File: src/rtl/core/bptm_pkg.sv
`timescale 1ns / 1ps

package bptm_pkg;

	localparam logic [1:0] CMD_CREATE = 2'd0;
	localparam logic [1:0] CMD_DELETE = 2'd1;
	localparam logic [1:0] CMD_CHECK  = 2'd2;

	localparam logic [1:0] STATUS_OK       = 2'd0;
	localparam logic [1:0] STATUS_FULL     = 2'd1;
	localparam logic [1:0] STATUS_BAD_NUM  = 2'd2;

	// Per-cell control for one request
	typedef struct packed {
		logic set;   // load address, mark active
		logic clr;   // mark inactive
		logic pop;   // free stack shifts towards the top
		logic push;  // free stack shifts away from the top
	} cell_ctl_t;

endpackage

File: src/rtl/core/bptm_cell.sv
`timescale 1ns / 1ps

module bptm_cell
	import bptm_pkg::*;
#(
	parameter int SW    = 4,
	parameter int INDEX = 0
) (
	input  logic          clk,
	input  logic          arst_n,
	input  cell_ctl_t     ctl,
	input  logic [31:0]   bp_address,
	input  logic [31:0]   exec_pc,
	input  logic [SW-1:0] stk_prev,
	input  logic [SW-1:0] stk_next,
	input  logic          hit_in,
	output logic [SW-1:0] stk_q,
	output logic          active_q,
	output logic          hit_out
);

	logic [31:0] addr_q;

	always_ff @(posedge clk or negedge arst_n) begin
		if (!arst_n) begin
			active_q <= 1'b0;
			stk_q    <= SW'(INDEX);
		end else begin
			if (ctl.set) begin
				active_q <= 1'b1;
			end else if (ctl.clr) begin
				active_q <= 1'b0;
			end
			if (ctl.pop) begin
				stk_q <= stk_next;
			end else if (ctl.push) begin
				stk_q <= stk_prev;
			end
		end
	end

	always_ff @(posedge clk) begin
		if (ctl.set) begin
			addr_q <= bp_address;
		end
	end

	assign hit_out = hit_in | (active_q & (addr_q == exec_pc));

endmodule

File: src/rtl/core/breakpoint_table_match.sv
`timescale 1ns / 1ps

// Breakpoint table: a pool of NUM_SLOTS slots, one cell per slot.
// Input channel (in_valid / in_stall) carries one request: command, bp_address,
// exec_pc, bp_number and running. Create takes the slot on top of the free
// stack and returns its number (slot plus NUMBER_OFFSET); delete gives a slot
// back to the top of the stack; check compares exec_pc with every active slot.
// Output channel (out_valid / out_stall) carries status, assigned_number, hit
// and stop, one result per request.
// The result is registered: it is loaded into the output register when the
// request is accepted. Throughput is one request per cycle while the output
// is not stalled; the cells update their slot and free-stack entries in the
// accepting cycle and the match result ripples through the row of cells in
// the same cycle. A stalled result holds in the output register and in_stall
// is raised until it is taken.
// Reset clears all slots to inactive, fills the free stack with slots in
// ascending order (slot 0 first) and empties the output register. No request
// is lost or needs a clearing pass.
module breakpoint_table_match
	import bptm_pkg::*;
#(
	parameter int NUM_SLOTS     = 16,
	parameter int NUMBER_OFFSET = 32
) (
	input  logic        clk,
	input  logic        arst_n,
	input  logic        in_valid,
	output logic        in_stall,
	input  logic [1:0]  command,
	input  logic [31:0] bp_address,
	input  logic [31:0] exec_pc,
	input  logic [5:0]  bp_number,
	input  logic        running,
	output logic        out_valid,
	input  logic        out_stall,
	output logic [1:0]  status,
	output logic [5:0]  assigned_number,
	output logic        hit,
	output logic        stop
);

	localparam int SW = (NUM_SLOTS > 1) ? $clog2(NUM_SLOTS) : 1;
	localparam int CW = $clog2(NUM_SLOTS + 1);
	localparam logic [9:0] OFF_W   = 10'(NUMBER_OFFSET);
	localparam logic [9:0] SLOTS_W = 10'(NUM_SLOTS);
	localparam logic [CW-1:0] COUNT_FULL = CW'(NUM_SLOTS);

	logic            accept;
	logic            out_valid_q;
	logic [CW-1:0]   free_count_q;
	logic [SW-1:0]   stk    [NUM_SLOTS];
	logic            active [NUM_SLOTS];
	logic            hit_c  [NUM_SLOTS+1];
	cell_ctl_t       ctl    [NUM_SLOTS];

	logic            is_create, is_delete;
	logic            create_ok, delete_ok;
	logic [SW-1:0]   top_slot, del_slot;
	logic [9:0]      num_ext, num_rel, assigned_sum;

	logic [1:0]      status_d;
	logic [5:0]      assigned_d;
	logic            hit_d;

	logic [1:0]      status_q;
	logic [5:0]      assigned_q;
	logic            hit_q, stop_q;

	assign in_stall = out_valid_q & out_stall;
	assign accept   = in_valid & ~in_stall;

	assign is_create = (command == CMD_CREATE);
	assign is_delete = (command == CMD_DELETE);

	assign top_slot  = stk[0];
	assign create_ok = (free_count_q != '0) &&
		({1'b0, top_slot} < (SW+1)'(NUM_SLOTS));

	assign num_ext  = {4'b0, bp_number};
	assign num_rel  = num_ext - OFF_W;
	assign del_slot = num_rel[SW-1:0];
	assign delete_ok = (num_ext >= OFF_W) && (num_rel < SLOTS_W) &&
		active[del_slot] && (free_count_q < COUNT_FULL);

	assign assigned_sum = {{(10-SW){1'b0}}, top_slot} + OFF_W;

	generate
		for (genvar k = 0; k < NUM_SLOTS; k++) begin : g_cell
			logic [SW-1:0] prev_w, next_w;

			if (k == 0) begin : g_first
				assign prev_w = del_slot;
			end else begin : g_mid_p
				assign prev_w = stk[k-1];
			end
			if (k == NUM_SLOTS - 1) begin : g_last
				assign next_w = stk[k];
			end else begin : g_mid_n
				assign next_w = stk[k+1];
			end

			always_comb begin
				ctl[k].set  = accept & is_create & create_ok & (top_slot == SW'(k));
				ctl[k].clr  = accept & is_delete & delete_ok & (del_slot == SW'(k));
				ctl[k].pop  = accept & is_create & create_ok;
				ctl[k].push = accept & is_delete & delete_ok;
			end

			bptm_cell #(
				.SW    (SW),
				.INDEX (k)
			) u_cell (
				.clk        (clk),
				.arst_n     (arst_n),
				.ctl        (ctl[k]),
				.bp_address (bp_address),
				.exec_pc    (exec_pc),
				.stk_prev   (prev_w),
				.stk_next   (next_w),
				.hit_in     (hit_c[k]),
				.stk_q      (stk[k]),
				.active_q   (active[k]),
				.hit_out    (hit_c[k+1])
			);
		end
	endgenerate

	assign hit_c[0] = 1'b0;

	always_comb begin
		status_d   = STATUS_OK;
		assigned_d = '0;
		hit_d      = 1'b0;
		case (command)
			CMD_CREATE: begin
				if (create_ok) begin
					assigned_d = assigned_sum[5:0];
					hit_d      = (bp_address == exec_pc);
				end else begin
					status_d = STATUS_FULL;
				end
			end
			CMD_DELETE: begin
				if (!delete_ok) begin
					status_d = STATUS_BAD_NUM;
				end
			end
			CMD_CHECK: begin
				hit_d = hit_c[NUM_SLOTS];
			end
			default: begin
				status_d = STATUS_OK;
			end
		endcase
	end

	always_ff @(posedge clk or negedge arst_n) begin
		if (!arst_n) begin
			free_count_q <= COUNT_FULL;
			out_valid_q  <= 1'b0;
		end else begin
			if (accept && is_create && create_ok) begin
				free_count_q <= free_count_q - CW'(1);
			end else if (accept && is_delete && delete_ok) begin
				free_count_q <= free_count_q + CW'(1);
			end
			if (accept) begin
				out_valid_q <= 1'b1;
			end else if (!out_stall) begin
				out_valid_q <= 1'b0;
			end
		end
	end

	// Hold the result while the receiver stalls
	always_ff @(posedge clk) begin
		if (accept) begin
			status_q   <= status_d;
			assigned_q <= assigned_d;
			hit_q      <= hit_d;
			stop_q     <= hit_d & running;
		end
	end

	assign out_valid       = out_valid_q;
	assign status          = status_q;
	assign assigned_number = assigned_q;
	assign hit             = hit_q;
	assign stop            = stop_q;

endmodule

File: config.mk
export PLATFORM = sky130hd
export DESIGN_NAME = breakpoint_table_match
export DESIGN_NICKNAME = d
export VERILOG_FILES = /design/src/rtl/core/bptm_pkg.sv /design/src/rtl/core/bptm_cell.sv /design/src/rtl/core/breakpoint_table_match.sv
export SDC_FILE = /design/constraint.sdc
export NUM_CORES = 1
export LEC_CHECK = 0
export BUFFER_PORTS_ARGS = -buffer_cell sky130_fd_sc_hd__buf_2
export CAP_MARGIN = 5
export CORE_ASPECT_RATIO = 0.5
export CORE_MARGIN = 5
export CORE_UTILIZATION = 45
export DETAILED_ROUTE_END_ITERATION = 12
export GPL_TIMING_DRIVEN = 0
export PLACE_DENSITY = 0.66
export SYNTH_ARGS = -nofsm -noshare
export SYNTH_HDL_FRONTEND = slang
export SYNTH_SLANG_ARGS = --single-unit
File: constraint.sdc
create_clock -name clk -period 4.38 [get_ports clk]
set_input_delay 0.219 -clock clk [delete_from_list [all_inputs] [get_ports clk]]
set_output_delay 0.219 -clock clk [all_outputs]
set_load 0.05 [all_outputs]
* After elaboration in Yosys (flattened, before gate mapping)
Index checks and enable logic that the tools add are counted.
Operators by class: reductions and logical operators 31, bitwise operators 73, magnitude comparators 4, multiplexer cells 74, eq/ne operators 50, add/sub/neg operators 4
Operators by type and width (number):
- 32-bit == test | 17
- 4-bit 2-to-1 mux | 30
- 4-bit == test (second input constant) | 16
- 1-bit AND | 55
- 1-bit 2-to-1 mux | 38
- 2-bit nonzero test | 18
- 4-bit by 3-bit == test with 1-bit output (second input constant) | 8
- 4-bit by 2-bit == test with 1-bit output (second input constant) | 4
- 1-bit bitwise OR | 15
- 10-bit by 5-bit < comparator with 1-bit output (second input constant) | 1
- 5-bit 2-to-1 mux | 2
- 4-bit by 1-bit == test with 1-bit output (second input constant) | 2
- 4-bit logical NOT | 2
- 1-bit logical AND | 7
- 6-bit by 6-bit subtractor with 7-bit output (second input constant) | 1
- 4-bit by 6-bit adder with 6-bit output (second input constant) | 1
- 6-bit greater-or-equal comparator (second input constant) | 1
- 5-bit by 1-bit adder with 5-bit output (second input constant) | 1
- 5-bit greater-or-equal comparator (second input constant) | 1
- 5-bit < comparator (second input constant) | 1
- 4-bit NOT with 5-bit output | 1
- 5-bit nonzero test | 1
- 5-bit by 1-bit subtractor with 5-bit output (second input constant) | 1
- 1-bit binary-select mux with 4-bit select | 1
- other kinds (9) | 11
Word-level totals: input port bits 77, word-level logic and storage cells 290, output and inout port bits 12, register bits after elaboration 608

* Longest topological paths before layout
depth in word-level cells 19, gate-level depth with buffers 14

* Hierarchy
Synthesis repeated with hierarchy kept, for this count alone.
Unflattened totals: cell total of the unflattened synthesis 1693, area total of the unflattened synthesis 26030.0 sq um
Modules (own cells, without submodules):
- bptm_cell (g_cell[10].u_cell ...) | cells each 96, area an instance 1534.0 sq um, instances 6
- bptm_cell (g_cell[11].u_cell ...) | cells each 96, area an instance 1535.2 sq um, instances 4
- bptm_cell (g_cell[1].u_cell ...) | cells each 96, area an instance 1532.7 sq um, instances 4
- bptm_cell (g_cell[15].u_cell) | cells each 96, area an instance 1536.5 sq um, instances 1
- bptm_cell (g_cell[0].u_cell) | cells each 96, area an instance 1531.5 sq um, instances 1
- breakpoint_table_match | cells each 157, area an instance 1486.4 sq um, instances 1

* Worst setup path after synthesis
OpenSTA, ideal clock, no wires.
kind register to register, start register out_valid_q (netlist: out_valid), end register g_cell[2].u_cell.addr_q[0], enable pin, required time 3918 ps, setup slack -121 ps, period minus slack after synthesis 4501 ps, stages on the path, launching flop included 8, arrival 4038 ps, cells stage by stage dfrtp_1 > nand2_1 > and2_1 > nand2_1 > inv_1 > buf_2 > nand3b_1 > nor3_1
RTL lines:
- start: declaration | RTL line breakpoint_table_match.sv:49 | logic out_valid_q;
- start signal: assignment | RTL line breakpoint_table_match.sv:160 | out_valid_q <= 1'b0;
- start signal: assignment | RTL line breakpoint_table_match.sv:168 | out_valid_q <= 1'b1;
- start signal: assignment | RTL line breakpoint_table_match.sv:170 | out_valid_q <= 1'b0;
- end signal: assignment | RTL line bptm_cell.sv:44 | addr_q <= bp_address;
- end: declaration | RTL line bptm_cell.sv:22 | logic [31:0] addr_q;

==> out/metrics.cfg <==
[critical_path]
cp_data_arrival_time_ns=4.17
rr_worst_depth=9
critPathMaxFanout=20
path_delay_family=simple AND/OR/NAND/NOR gates
slowest_stage=nor3_4
r2r-start=free_count_q[4]
r2r_end=g_cell[2].u_cell.addr_q[2]
cp-end-kind=register
start_kind=register
required_ns=4.69
cp_num_buf_inv=3
critPathKind=register to register
cpPeakStageDelay_ns=0.83
path_cells=or4_1, nor2_1, nor3_1, nand2_1, inv_1, buf_2, nand3b_1, nor3_4, buf_8
rrSetupSlack_ns=0.52

[grt]
overflow=0
grt_pass1_vias=14800
grt_pass1_wl_um=108000
grt_max_degree=53
antenna_found_initial=4
grtUsageTotal_pct=24.2

[synthesis]
yosys_warnings=0
synthTopCellsByArea=edfxtp_1 (60%), xor2_1 (17%), dfrtp_1 (5.1%)
synth_top_area_cell=edfxtp_1
synthCells=1749
yosysSeqAreaShare_pct=68.4
synthArstFlopShare_pct=14.2
syn_avg_cell_area_um2=14.9
netlist.area_leader.share_pct=60.0
synth-main-ff-cell=edfxtp_1
synth.net_count=1830
synth_edf_count=521
ys_seq_elements=607
netlist_area_um2=26100
ys_types=46

[timing]
timing.hold.ws_ns=0.0805
final_hold_viol_count=0
worst_slew_pin_slew_ns=1.26
rsz0062_at_grt=no
layout_setup_ws_ns=0.518
slew_violations=0
layout_min_cycle_time_ns=3.86
fin_skew_ns=0.0390
timing.fmax_mhz=259
final-setup-viol-count=0
slew-limit-headroom_pct=15.1
fin_crit_sh_pct=88.2

[min_path]
hold_depth=2
min_to=status[1]
worstHoldStart=command[1]
min_path_type=input port to register

[finish]
nFillCells=4688
diodes=0
final_cells=2696
drive_above_1_share_pct=14.6
syn_to_final_growth_pct=13.7
fin_area_um2=29600
nNetsFinal=1965

[clocking]
cts-root-buf=clkbuf_16
cts_tree=done
cts_made_buffers=54
cts_resized=0
clkTransAtPathRegs_ns=0.06
cts_buffer_depth=3
cts.htree.levels=2
clock_sinks=607
clkLatencyLatePin_ns=0.62
postCtsHoldBufs=8
post_cts_buffers=0

[pwr]
p_leak_nw=10.5
p_total_mw=12.0
power.density_nw_per_um2=404
ir_worst_vdd_mv=0.357

[placement]
port_buffers=53
dp_hpwl_um=48500
dp_slack_ns=0.440
gp_congestion=0.842
place_area_um2=27800
dp_cells=2586

[route]
wire_per_inst_um=28.8
drt_iter0_markers=2229
drtAntennaViolNets=0
drcViolationCount=0
viasPerCell=5.76
vias=15500
routed_wirelength_um=77700
firstDrtPassIters=7

[floorplan]
die_h_um=180
start_util_pct=45.5
core.rowCount=62
num_io_pins=89
dieArea_um2=63200
core-area_um2=57300
die_w_um=350

[run_status]
status=finished, final reports clean

[job]
max_cap_violations=0

[metal layers]
layer | part of all wire (%) | global-route usage, % | wire length, µm | vias to the layer above
li1 | - | - | - | 6598
met1 | 42 | 35.1 | 32400 | 7914
met2 | 44 | 36.0 | 34100 | 893
met3 | 12 | 7.31 | 9460 | 130
met4 | 2.3 | 5.60 | 1780 | 2
met5 | 0.023 | 0 | 18 | -
[registers in the layout, summed over array words and instances, names as in the netlist]
name	flops
free_count_q	5
out_valid	1
g_cell.u_cell.active_q	16
hit	1
g_cell.u_cell.stk_q	64
assigned_number	5
status	2
g_cell.u_cell.addr_q	512
stop	1
[synth_stat cells, drive strengths merged (3+ instances only)]
cell type / instances
clkbuf: 9
xor2: 494
nand2: 128
edfxtp: 521
nor3: 35
dfstp: 33
nand3: 34
buf: 83
o21ai: 31
mux4: 5
xnor2: 52
nand4: 24
mux2: 4
ha: 3
dfrtp: 53
nor2: 17
a22oi: 60
nand2b: 10
and2: 5
inv: 5
or4: 5
nand3b: 4
nor4: 115
a21oi: 4
[cell usage in the layout (no fill, tap or decap), types with 5 or more instances in the layout]
master and instances:
buf_12 7, nor3_1 31, and2_1 5, o21ai_0 31, xnor2_1 52, nand2b_1 10, buf_16 8, bufinv_16 5
xor2_1 494, nand3_1 34, nand2_1 128, buf_6 11, dlygate4sd3_1 8, or4_1 5, edfxtp_1 521, clkbuf_16 55
nor4_1 115, nand4_1 24, dfrtp_1 53, dfstp_2 33, nor2_4 12, inv_1 5, buf_2 121, clkbuf_1 17
clkinv_2 5, clkinv_1 19, a22oi_1 60
[stage by stage]
step           TNS [ns]  utilization (%)
6_report              0             51.7
5_1_grt               0             51.7
4_1_cts               0             51.7
3_5_place_dp          0             48.5
3_3_place_gp    -300.22             47.7
2_1_floorplan         0                -
[cell families after synthesis]
kind of cell / Yosys count / share of synthesized area [%]
AO/OA/AOI/OAI: 100 / 2.56
XOR/XNOR: 546 / 18.3
adder cells (fa/ha/maj): 4 / 0.221
buffers and inverters: 97 / 2.15
flip-flops: 607 / 68.4
multiplexers: 10 / 0.686
other: 1 / 0.0144
AND/OR/NAND/NOR: 384 / 7.62
[how the worst max path moves through the flow]
stage | start | depth (start not counted) | endpoint | slack, ns
2_1_floorplan | out_valid | 7 | g_cell[10].u_cell.addr_q[0] | 0.76
3_3_place_gp | free_count_q[4] | 8 | g_cell[5].u_cell.addr_q[6] | -0.91
3_5_place_dp | free_count_q[4] | 9 | g_cell[2].u_cell.addr_q[25] | 0.44
4_1_cts | free_count_q[4] | 9 | g_cell[2].u_cell.addr_q[29] | 0.48
5_1_grt | free_count_q[4] | 9 | g_cell[4].u_cell.addr_q[11] | 0.17
6_report | free_count_q[4] | 9 | g_cell[2].u_cell.addr_q[2] | 0.52
[worst register-to-register path, delay by kind of cell (launching register included)]
| family | cells | cell delay (ns) |
|---|---|---|
| buffers and inverters | 3 | 0.80 |
| and+or+nand+nor | 6 | 2.22 |
| DFF | 1 | 0.55 |
[where the power goes]
| group | switching (mW) | total, mW | internal [mW] |
|---|---|---|---|
| clock | 2.17 | 4.76 | 2.60 |
| combinational | 0.615 | 0.859 | 0.244 |
| sequential | 0.0323 | 6.36 | 6.32 |
| total | 2.81 | 12.0 | 9.17 |
[layout make-up]
| cell class | instances | area [µm²] | area share (%) |
|---|---|---|---|
| sequential | 607 | 17800 | 60.2 |
| multi-input combinational | 1045 | 7810 | 26.4 |
| clock buffer | 64 | 1410 | 4.76 |
| tap | 768 | 961 | 3.24 |
| timing repair buffer | 79 | 731 | 2.47 |
| buffer | 92 | 543 | 1.83 |
| clock inverter | 36 | 324 | 1.09 |
| inverter | 5 | 18.8 | 0.0633 |
(Power assumes the default switching activity.)
